File: config.mk
export PLATFORM = sky130hd
export DESIGN_NAME = bwss_keeper
export DESIGN_NICKNAME = d
export VERILOG_FILES = /design/src/design/bwss_pkg.sv /design/src/design/bwss_keeper.sv
export SDC_FILE = /design/constraint.sdc
export NUM_CORES = 1
export LEC_CHECK = 0
export BUFFER_PORTS_ARGS = -buffer_cell sky130_fd_sc_hd__clkbuf_2
export CAP_MARGIN = 15
export CELL_PAD_IN_SITES_DETAIL_PLACEMENT = 1
export CELL_PAD_IN_SITES_GLOBAL_PLACEMENT = 1
export CORE_ASPECT_RATIO = 2
export CORE_MARGIN = 2
export CORE_UTILIZATION = 36
export CTS_BUF_LIST = sky130_fd_sc_hd__clkbuf_8
export CTS_CLUSTER_DIAMETER = 30
export DETAILED_ROUTE_END_ITERATION = 12
export PLACE_DENSITY = 0.89
export SYNTH_ARGS = -nofsm -noshare
export SYNTH_HDL_FRONTEND = slang
export SYNTH_SLANG_ARGS = --single-unit
File: constraint.sdc
create_clock -name clk -period 3.3 [get_ports clk]
set_input_delay 0.66 -clock clk [delete_from_list [all_inputs] [get_ports clk]]
set_output_delay 0.66 -clock clk [all_outputs]
set_load 0.05 [all_outputs]
File: src/design/bwss_pkg.sv
// bwss_pkg: shared types and fixed widths for the bounded window sum search
// holds the sequencer state type and the score / kept-run structs
// no dependencies
package bwss_pkg;

  localparam int VALUE_W  = 16;
  localparam int IDX_W    = 20;
  localparam int BUDGET_W = 32;
  localparam int SUM_W    = 33;

  // sequencer states of the top level
  typedef enum logic [2:0] {
    ST_IDLE,
    ST_PUSH,
    ST_CHECK,
    ST_FINAL,
    ST_EMIT
  } state_t;

  // one scoring request: candidate run sum and its 1-based bounds
  typedef struct packed {
    logic                en;
    logic [SUM_W-1:0]    sum;
    logic [IDX_W-1:0]    first_idx;
    logic [IDX_W-1:0]    last_idx;
  } score_req_t;

  // best run kept so far
  typedef struct packed {
    logic [BUDGET_W-1:0] sum;
    logic [IDX_W-1:0]    first_idx;
    logic [IDX_W-1:0]    last_idx;
  } kept_t;

endpackage

File: src/design/bwss_keeper.sv
// bwss_keeper: holds the best run found so far and scores candidate windows
// a candidate wins only if strictly larger than the kept sum and within budget
// depends on bwss_pkg
module bwss_keeper (
  input  logic                          clk,
  input  logic                          rst_n,
  input  logic [bwss_pkg::BUDGET_W-1:0] budget,
  input  bwss_pkg::score_req_t          req,
  input  logic                          clear,
  output bwss_pkg::kept_t               kept
);

  bwss_pkg::kept_t kept_r;
  logic            upd;

  // strict compare keeps the earliest run on ties
  assign upd = req.en &&
               (req.sum > {1'b0, kept_r.sum}) &&
               (req.sum <= {1'b0, budget});

  always_ff @(posedge clk) begin
    if (!rst_n || clear) begin
      kept_r <= '0;
    end else if (upd) begin
      kept_r.sum       <= req.sum[bwss_pkg::BUDGET_W-1:0];
      kept_r.first_idx <= req.first_idx;
      kept_r.last_idx  <= req.last_idx;
    end
  end

  assign kept = kept_r;

  // kept sum only grows within a sequence
  a_monotonic: assert property (@(posedge clk) disable iff (!rst_n)
    !$past(clear) |-> kept_r.sum >= $past(kept_r.sum))
    else $error("kept sum decreased without clear");

  // kept run changes only through a request or a clear
  a_cause: assert property (@(posedge clk) disable iff (!rst_n)
    (kept_r != $past(kept_r)) |-> ($past(req.en) || $past(clear)))
    else $error("kept run changed without cause");

  // an empty kept sum means no run was ever taken
  a_none: assert property (@(posedge clk) disable iff (!rst_n)
    (kept_r.sum == '0) |-> (kept_r.first_idx == '0 && kept_r.last_idx == '0))
    else $error("kept bounds set with zero sum");

endmodule

==> results of run 1 <==
[tightest hold or removal path, cell delays in order (launching register included)]
cell	delay, ns
dfxtp_1	0.32
nand2_1	0.05
mux2i_1	0.05
[path summary, 6_finish.rpt]
| kind | slack (ns) | start | end | depth (start not counted) |
|---|---|---|---|---|
| worst max-delay path | 0.26 | req[69] | kept[31]$_SDFFE_PP0P_ | 9 |
| worst min-delay path | 0.46 | kept[16]$_SDFFE_PP0P_ | kept[16]$_SDFFE_PP0P_ | 2 |
| worst max register to register | 0.31 | kept[68]$_SDFFE_PP0P_ | kept[31]$_SDFFE_PP0P_ | 9 |
| worst min register to register | 0.46 | kept[16]$_SDFFE_PP0P_ | kept[16]$_SDFFE_PP0P_ | 2 |
[through the flow]
step           TNS (ns)  hold WS (ns)  util, %
6_report              0        0.4597    45.74
5_1_grt               0        0.4816    45.74
4_1_cts               0        0.4642    45.74
3_5_place_dp     -2.736        0.4519    44.18
3_3_place_gp          0        0.4411    44.18
2_1_floorplan         0        0.6738        -
[layer usage]
layer  wire length, um  global-route usage (%)  part of all wire [%]  vias to the layer above
met5                 0                       0                     0                        -
met4               548                   10.19                   4.0                        0
met3               550                   3.487                   4.1                       31
met2              7808                   39.92                    58                      127
met1              4647                   18.58                    34                     2077
li1                  -                       -                     -                     2151
[power groups by stage]
stage	sequential (uW)	combinational, uW	clock, uW
after floorplan	966	225	0
after global placement	914	405	0
after detailed placement	914	421	0
after CTS	894	423	733
after global routing	896	468	759
final	894	418	705
[Yosys cell counts]
cell / number
inv_1: 66
o21ai_0: 7
a21boi_1: 1
mux2i_1: 72
nor2b_1: 1
nand4b_1: 1
dfxtp_1: 72
a211oi_1: 2
o2111ai_1: 1
a211o_1: 1
buf_12: 7
a21o_1: 4
a21oi_1: 25
o21ai_1: 2
ha_1: 64
o21a_1: 1
a22oi_1: 1
a211oi_2: 1
buf_6: 1
nand4_1: 9
nand2b_1: 1
nand2_1: 158
nand4_2: 1
o211ai_1: 1
nor4_4: 1
nor4_1: 2
nand3_1: 10
nor2_1: 5
o31ai_1: 1
a221oi_1: 2
o22ai_1: 1
and3_1: 1
or4b_4: 1
clkbuf_1: 16
nor3_1: 4
[final cells by class]
type / instances / area [um2] / share of cell area (%)
tap: 150 / 187.7 / 3.287
multi-input combinational: 382 / 2669 / 46.75
timing repair buffer: 184 / 968.4 / 16.96
inverter: 66 / 247.7 / 4.339
clock inverter: 7 / 71.32 / 1.249
clock buffer: 9 / 123.9 / 2.170
sequential: 72 / 1441 / 25.25
[cells by family after synthesis]
| logic type | count (synthesis) | synth area share (%) |
|---|---|---|
| simple gates | 195 | 18.13 |
| mux | 72 | 15.82 |
| buf+inv | 90 | 10.08 |
| compound gates | 51 | 6.731 |
| flops | 72 | 31.65 |
| fa+ha+maj | 64 | 17.58 |
==> impl_metrics.csv, run 1 <==
group,metric,value,unit
synthesis,ys_seq_area_share,31.65,%
timing,finalCritPeriodShare,92.14,%
routing,drt-total-wl,13550,um
setup_path,slowest_delay,0.57,ns
routing,drtIter0Drc,100,
pwr,p_seq_share,44.3,%
setup_path,crit_arrival,3.31,ns
pwr,power.density,353.3,mW/mm2
finish,n_fill_cell,1598,
routing,dr.pass1.iters,4,
synthesis,ys_types,35,
pwr,swShare,30.61,%
synthesis,yosys.area.top_type,"dfxtp_1",
setup_path,cp_slowest_cell,"or4b_4",
place,place_congestion,0.7837,
finish,nNetsFinal,888,
grt,grt-ovfl-total,0,
die,ioPinCount,181,
timing,hold_violations,0,
die,chipWidth,83.54,um
timing,setup_violations,0,
routing,vias_per_cell,5.041,
pwr,p_sw,617.4,uW
synthesis,syn_area_per_cell,8.372,um2
cts,clk_path_buf_depth,2,
synthesis,syn_inst,544,
timing,slew_headroom,59.36,%
setup_path,criticalPathCategory,"primary input to flop",
setup_path,crit_buf_inv,2,
cts,root_buffer,"clkbuf_8",
routing,wl_per_cell,15.58,um
setup_path,worst_setup_path_start_kind,"primary input",
pwr,ir_drop,0.3111,mV
die,core_area,0.01248,mm2
cts,clock_sinks,72,
synthesis,mappedNetlistArea,0.004554,mm2
pwr,leakage,0.002692,uW
setup_path,critPathCaptureType,"flop",
cts,cts_resized,0,
pwr,pwr-share-clk,35.0,%
finish,layout_common_cells,"clkbuf_2 (180), nand2_1 (158), mux2i_1 (72), dfxtp_1 (72), inv_1 (67)",
place,placed_area,0.005514,mm2
pwr,combPwrFrac,20.7,%
grt,grt_first_pass_wirelength,21600,um
cts,cts-htree-levels,3,
synthesis,yosys.area.top_type_share,31.65,%
setup_path,crit_chain,"clkbuf_2 -> ha_1 -> nand3_1 -> or4b_4 -> nor4_4 -> a211oi_1 -> a211oi_4 -> buf_12 -> mux2i_1",
finish,final_common_cell,"clkbuf_2",
die,dieArea,0.01362,mm2
synthesis,ys_ff_latch,72,
place,hpwl,11020,um
place,place_ws,-0.1038,ns
pwr,p_int,1399,uW
synthesis,ys_top_cells_by_area,"dfxtp_1 (32%), ha_1 (18%), mux2i_1 (16%), nand2_1 (13%), inv_1 (5.4%)",
timing,finalCriticalPeriod,3.041,ns
timing,finalClockSkew,0.01380,ns
finish,largest_reg_flops,72,
die,row_count,58,
timing,fin_ws,0.2594,ns
routing,vias,4386,
die,initial_core_util,36.49,%
place,dp_cells,854,
place,portBuffers,180,
cts,cts_buffers,9,
grt,grt_max_degree,145,
cts,tritoncts,"built",
cts,path_clk_slew,0.09,ns
setup_path,worst-path-max-fanout,41,
timing,final-max-slew-violation-count,0,
finish,diodes,0,
synthesis,yosysWarnings,0,
run_status,outcome,"completed",
timing,rsz0062_at_grt,"false",
routing,route.detailed.drc,0,
die,fp.dieH,163.1,um
grt,antenna_found_initial,0,
cts,hold_buffers,0,
setup_path,crit_family,"simple AND/OR/NAND/NOR gates",
cts,clk_latency,0.34,ns
timing,clock.fmax,328.9,MHz
synthesis,synth_nets,717,
finish,fin_area,0.005709,mm2
run,drv_cap,0,
grt,first_global_vias,4629,
finish,fin_cells,870,
min_path,hold_path.class,"flop to flop",
timing,worstMarginPinSlew,0.6050,ns
grt,grtUsageTotal,19.84,%
finish,synthToLayoutAreaGrowth,25.36,%
finish,drive_gt1_share,28.33,%
pwr,totalPowerFinal,2017,uW
routing,ant_nets,0,
cts,cts_setup_buffers,0,
setup_path,required,3.57,ns
No activity file was read; power rests on OpenSTA's default activity.
==> run 2: changes to the inputs <==
--- a/config.mk
+++ b/config.mk
@@ -5,17 +5,18 @@
 export SDC_FILE = /design/constraint.sdc
 export NUM_CORES = 1
 export LEC_CHECK = 0
+export ABC_AREA = 1
 export BUFFER_PORTS_ARGS = -buffer_cell sky130_fd_sc_hd__clkbuf_2
 export CAP_MARGIN = 15
 export CELL_PAD_IN_SITES_DETAIL_PLACEMENT = 1
 export CELL_PAD_IN_SITES_GLOBAL_PLACEMENT = 1
 export CORE_ASPECT_RATIO = 2
 export CORE_MARGIN = 2
-export CORE_UTILIZATION = 36
+export CORE_UTILIZATION = 35
 export CTS_BUF_LIST = sky130_fd_sc_hd__clkbuf_8
 export CTS_CLUSTER_DIAMETER = 30
 export DETAILED_ROUTE_END_ITERATION = 12
-export PLACE_DENSITY = 0.89
+export PLACE_DENSITY = 0.9
 export SYNTH_ARGS = -nofsm -noshare
 export SYNTH_HDL_FRONTEND = slang
 export SYNTH_SLANG_ARGS = --single-unit
==> run 2 against run 1 <==
Effect of this change:
- sequential power rose by 2%
- register-to-register slack better by 0.43 ns
- first-iteration DRC count shrank 3.0%
- critical path type unchanged
- critical endpoint is now kept[49]$_SDFFE_PP0P_
- highest routed layer unchanged
==> impl_metrics.csv, run 2 <==
group,metric,value,unit
run_status,outcome,"completed",
pwr,totalPowerFinal,2289,uW
synthesis,synthArstFlopShare,0,%
synthesis,yosysWarnings,0,
place,place_congestion,0.8051,
cts,root_buffer,"clkbuf_8",
timing,slew_headroom,71.27,%
finish,final_common_cell,"clkbuf_2",
synthesis,synth_edf_count,0,
cts,cts_resized,0,
setup_path,reg2reg_from,"kept[70]$_SDFFE_PP0P_",
min_path,hold_path.class,"flop to flop",
finish,layout_common_cells,"clkbuf_2 (180), nand2_1 (165), inv_1 (164)",
finish,multiInputGateArea,0.002758,mm2
finish,nNetsFinal,1122,
setup_path,required,3.54,ns
finish,fin_cells,1143,
setup_path,worst_setup_path_start_kind,"primary input",
timing,hold_slack,0.4886,ns
place,dp_cells,1127,
timing,setup_violations,0,
timing,timing.setup.tns,0,ns
synthesis,syn_inst,789,
timing,finalCriticalPeriod,2.597,ns
timing,clock.fmax,385.1,MHz
place,placed_area,0.006051,mm2
cts,cts_setup_buffers,0,
synthesis,ys_types,19,
pwr,ir_drop,0.2387,mV
timing,rsz0062_at_grt,"false",
cts,clk_path_buf_depth,2,
routing,ant_nets,0,
die,ioPinCount,181,
cts,clock_sinks,72,
cts,path_clk_slew,0.09,ns
timing,worstMarginPinSlew,0.4310,ns
cts,cts_buffers,9,
synthesis,syn_area_per_cell,6.353,um2
routing,dr.pass1.iters,4,
setup_path,crit_arrival,2.83,ns
finish,drive_gt1_share,21.59,%
run,drv_cap,0,
cts,hold_buffers,0,
die,core_area,0.01397,mm2
grt,grt_max_degree,103,
timing,finalClockSkew,0.01649,ns
cts,tritoncts,"built",
synthesis,yosys.area.top_type,"dfxtp_1",
die,dieArea,0.01535,mm2
finish,n_fill_cell,1957,
finish,diodes,0,
finish,fin_area,0.006260,mm2
timing,finalCritPeriodShare,78.69,%
setup_path,worst-path-max-fanout,42,
place,portBuffers,180,
synthesis,ys_ff_latch,72,
place,hpwl,11700,um
cts,cts-htree-levels,3,
die,chipWidth,88.62,um
routing,vias_per_cell,4.702,
die,initial_core_util,35.89,%
grt,first_global_vias,5507,
setup_path,startpoint,"req[70]",
setup_path,critPathCaptureType,"flop",
setup_path,criticalPathCategory,"primary input to flop",
grt,grtUsageTotal,19.82,%
finish,synthToLayoutAreaGrowth,24.89,%
die,fp.dieH,173.2,um
pwr,leakage,0.003383,uW
routing,wl_per_cell,13.10,um
synthesis,synth_commonest_cells,"nand2_1 (165), inv_1 (164), nor2_1 (103), a21oi_1 (95), nand3_1 (77)",
grt,antenna_found_initial,0,
finish,regArea,0.001441,mm2
routing,drtIter0Drc,97,
cts,clk_latency,0.35,ns
synthesis,synth_nets,962,
grt,grt-ovfl-total,0,
finish,largest_reg_flops,72,
routing,vias,5374,
die,row_count,61,
timing,hold_violations,0,
min_path,hold_start,"kept[16]$_SDFFE_PP0P_",
synthesis,ys_top_cells_by_area,"dfxtp_1 (29%), ha_1 (16%), nand2_1 (12%), inv_1 (12%), a21oi_1 (9.5%)",
grt,grt_first_pass_wirelength,24320,um
synthesis,mappedNetlistArea,0.005012,mm2
pwr,power.density,365.7,mW/mm2
synthesis,synth_ff_type,"dfxtp_1",
synthesis,yosys.area.top_type_share,28.76,%
synthesis,ys_seq_area_share,28.76,%
synthesis,yosysMostFrequentCell,"nand2_1",
routing,drt-total-wl,14980,um
timing,final-max-slew-violation-count,0,
routing,route.detailed.drc,0,
[run 2: cell types whose count changed in the layout (fill, tap and decap cells not counted), sizes merged, moves of 8 or more]
cell   delta
nand3    +67
a21oi    +71
mux2i    -72
inv     +101
nand4     -8
nand2     +8
nor2     +98
[run 2: critical path, cell delays in order]
cell,delay (ns)
clkbuf_2,0.11
ha_1,0.32
nand2_1,0.10
nor2_1,0.16
nand3_1,0.13
nor2_1,0.26
nand2_1,0.10
nand2_1,0.06
nor2_1,0.06
a21oi_4,0.19
buf_4,0.41
nand3_1,0.13
nand2_1,0.09
nor2_1,0.04
[run 2: path summary, 6_finish.rpt]
kind	end	slack, ns	cells past startpoint
max	kept[49]$_SDFFE_PP0P_	0.70	14
min reg2reg	kept[16]$_SDFFE_PP0P_	0.49	2
min	kept[16]$_SDFFE_PP0P_	0.49	2
max reg2reg	kept[49]$_SDFFE_PP0P_	0.74	14
[run 2: logic make-up after synthesis]
| logic type | synth area share, % |
|---|---|
| compound gates | 10.56 |
| buf+inv | 16.48 |
| fa+ha+maj | 15.98 |
| flops | 28.76 |
| simple gates | 28.23 |
[run 2: layout make-up]
type | count | share of cell area [%]
Tap cell | 189 | 3.778
Inverter | 165 | 9.894
Timing Repair Buffer | 186 | 15.91
Clock inverter | 7 | 1.359
Multi-Input combinational cell | 515 | 44.05
Clock buffer | 9 | 1.979
Sequential cell | 72 | 23.03
[run 2: through the flow]
stage / setup slack [ns] / utilization (%)
after global routing: 0.5423 / 44.82
after CTS: 0.7082 / 44.82
final: 0.7032 / 44.82
after global placement: 0.5128 / 43.32
after floorplan: 0.9911 / -
after detailed placement: 0.4693 / 43.32
[run 2: where the power goes]
group,switching (uW),internal [uW]
combinational,397,211
sequential,18.5,895
clock,402,366
total,818,1470
[run 2: metal layers]
metal | track usage, % | part of all wire, % | vias to the layer above
met1 | 19.62 | 37 | 2479
met3 | 4.476 | 5.1 | 27
li1 | - | - | 2746
met4 | 8.270 | 3.2 | 0
met5 | 0 | 0 | -
met2 | 37.50 | 55 | 122
==> run 3: changes to the inputs <==
==> constraint.sdc (replaced) <==
create_clock -name clk -period 2.4 [get_ports clk]
set_input_delay 0.48 -clock clk [delete_from_list [all_inputs] [get_ports clk]]
set_output_delay 0.48 -clock clk [all_outputs]
set_load 0.05 [all_outputs]
==> run 3 against run 2 <==
Effect of this change:
- cell count increased by 2.5%
- sequential cell count did not move
- sequential power grew 38%
- register-to-register slack lost 0.62 ns
- via count is 4.0% higher
- sequential share of layout area down 1.0 points
- clock power increased by 23%
- first-iteration DRC count is 40% higher
- wire length grew 11%
- total power up 37%
- non-clock buffer count rose by 29
- design area increased by 5.0%
- critical endpoint is now kept[26]$_SDFFE_PP0P_
==> impl_metrics.csv, run 3 (synthesis results as in run 2) <==
group,metric,value,unit
run_status,outcome,"completed",
cts,clk_path_buf_depth,2,
setup_path,critPathCaptureType,"flop",
setup_path,criticalPathCategory,"flop to flop",
cts,cts-htree-levels,3,
finish,final_common_cell,"clkbuf_2",
routing,drtIter0Drc,136,
timing,finalCriticalPeriod,2.276,ns
routing,drt-total-wl,16600,um
die,ioPinCount,181,
timing,fin_ws,0.1238,ns
setup_path,worst-path-max-fanout,14,
place,place_congestion,0.7936,
setup_path,required,2.65,ns
grt,first_global_vias,5760,
die,fp.dieH,173.2,um
finish,fin_area,0.006571,mm2
timing,hold_violations,0,
timing,hold_slack,0.4172,ns
timing,final-max-slew-violation-count,0,
place,place_ws,-0.2435,ns
grt,grt-ovfl-total,0,
finish,synthToLayoutAreaGrowth,31.10,%
pwr,ir_drop,0.4978,mV
timing,setup_violations,0,
setup_path,worst_setup_path_start_kind,"flop",
timing,finalClockSkew,0.01409,ns
grt,grtUsageTotal,20.54,%
place,placed_area,0.006241,mm2
timing,clock.fmax,439.3,MHz
cts,clock_sinks,72,
cts,tritoncts,"built",
grt,antenna_found_initial,0,
die,initial_core_util,35.89,%
cts,root_buffer,"clkbuf_8",
finish,layout_common_cells,"clkbuf_2 (180), nand2_1 (165), inv_1 (164)",
timing,slew_headroom,77.34,%
finish,nNetsFinal,1151,
grt,grt_first_pass_wirelength,25290,um
min_path,hold_path.class,"primary input to flop",
place,hpwl,12470,um
routing,wl_per_cell,14.16,um
timing,timing.setup.tns,0,ns
routing,route.detailed.drc,0,
cts,hold_buffers,0,
pwr,leakage,0.003549,uW
die,chipWidth,88.62,um
place,portBuffers,180,
setup_path,crit_arrival,2.52,ns
die,row_count,61,
routing,vias_per_cell,4.769,
timing,finalCritPeriodShare,94.84,%
routing,ant_nets,0,
pwr,power.density,477.8,mW/mm2
cts,cts_buffers,9,
cts,clk_latency,0.36,ns
routing,vias,5589,
finish,final_util,47.05,%
finish,largest_reg_flops,72,
routing,dr.pass1.iters,4,
finish,diodes,0,
finish,drive_gt1_share,24.82,%
grt,grt_max_degree,73,
die,dieArea,0.01535,mm2
run,drv_cap,0,
die,core_area,0.01397,mm2
cts,path_clk_slew,0.10,ns
timing,worstMarginPinSlew,0.3399,ns
==> run 3: cell types whose count changed in the layout (fill, tap and decap cells not counted), sizes merged <==
| cell | before | now |
|---|---|---|
| clkbuf | 189 | 192 |
| bufinv | 1 | 0 |
| buf | 6 | 32 |
| clkinvlp | 2 | 3 |
==> run 3: final cells by class <==
type,instances,area [um2]
fill,1938,7396
clock inverter,7,60.06
clock buffer,9,123.9
multi-input combinational,515,2770
sequential,72,1446
timing repair buffer,215,1315
tap,189,236.5
inverter,165,619.3
==> run 3: repair_timing <==
| action | 4_1_cts | 5_1_grt |
|---|---|---|
| endpoints found under the setup margin | 2 | 72 |
| gates resized for setup | 1 | 13 |
| pin swaps | 0 | 2 |
| setup buffers | 0 | 3 |
| gates cloned | 0 | 4 |
==> run 3: path summary, 6_finish.rpt <==
path,from,to,slack [ns],cells after the start
min reg2reg,kept[21]$_SDFFE_PP0P_,kept[21]$_SDFFE_PP0P_,0.49,2
max,kept[62]$_SDFFE_PP0P_,kept[26]$_SDFFE_PP0P_,0.12,14
max reg2reg,kept[62]$_SDFFE_PP0P_,kept[26]$_SDFFE_PP0P_,0.12,14
min,req[5],kept[5]$_SDFFE_PP0P_,0.42,5
==> run 3: stage by stage <==
stage                     total power, uW  instances
after floorplan                      1867        789
after global placement               2135       1149
after detailed placement             2174       1149
after CTS                            3129       1165
after global routing                 3331       1172
final                                3140       1172
==> run 3: per-layer routing <==
layer  global-route usage (%)  vias to the layer above  routed length (um)
met5                        0                        -                   0
met3                    4.286                       37                 725
met4                    9.722                        0                 669
met1                    19.32                     2601                5992
li1                         -                     2814                   -
met2                    39.58                      137                9211
==> run 3: report_power, final <==
| part | switching (uW) | total, uW | internal [uW] |
|---|---|---|---|
| Clock | 554 | 947 | 394 |
| Sequential | 24.8 | 1260 | 1230 |
| Combinational | 584 | 936 | 352 |
==> run 3: worst max-delay path, cell delays in order (launching register included) <==
cell       delay [ns]
dfxtp_1          0.40
inv_1            0.06
ha_1             0.29
nand2_1          0.07
nor2_2           0.15
nand2_1          0.09
nor2_2           0.14
buf_4            0.13
nand2_1          0.08
a21oi_4          0.22
buf_6            0.17
clkbuf_16        0.17
nand3_1          0.07
nand2_1          0.06
nor2_1           0.04
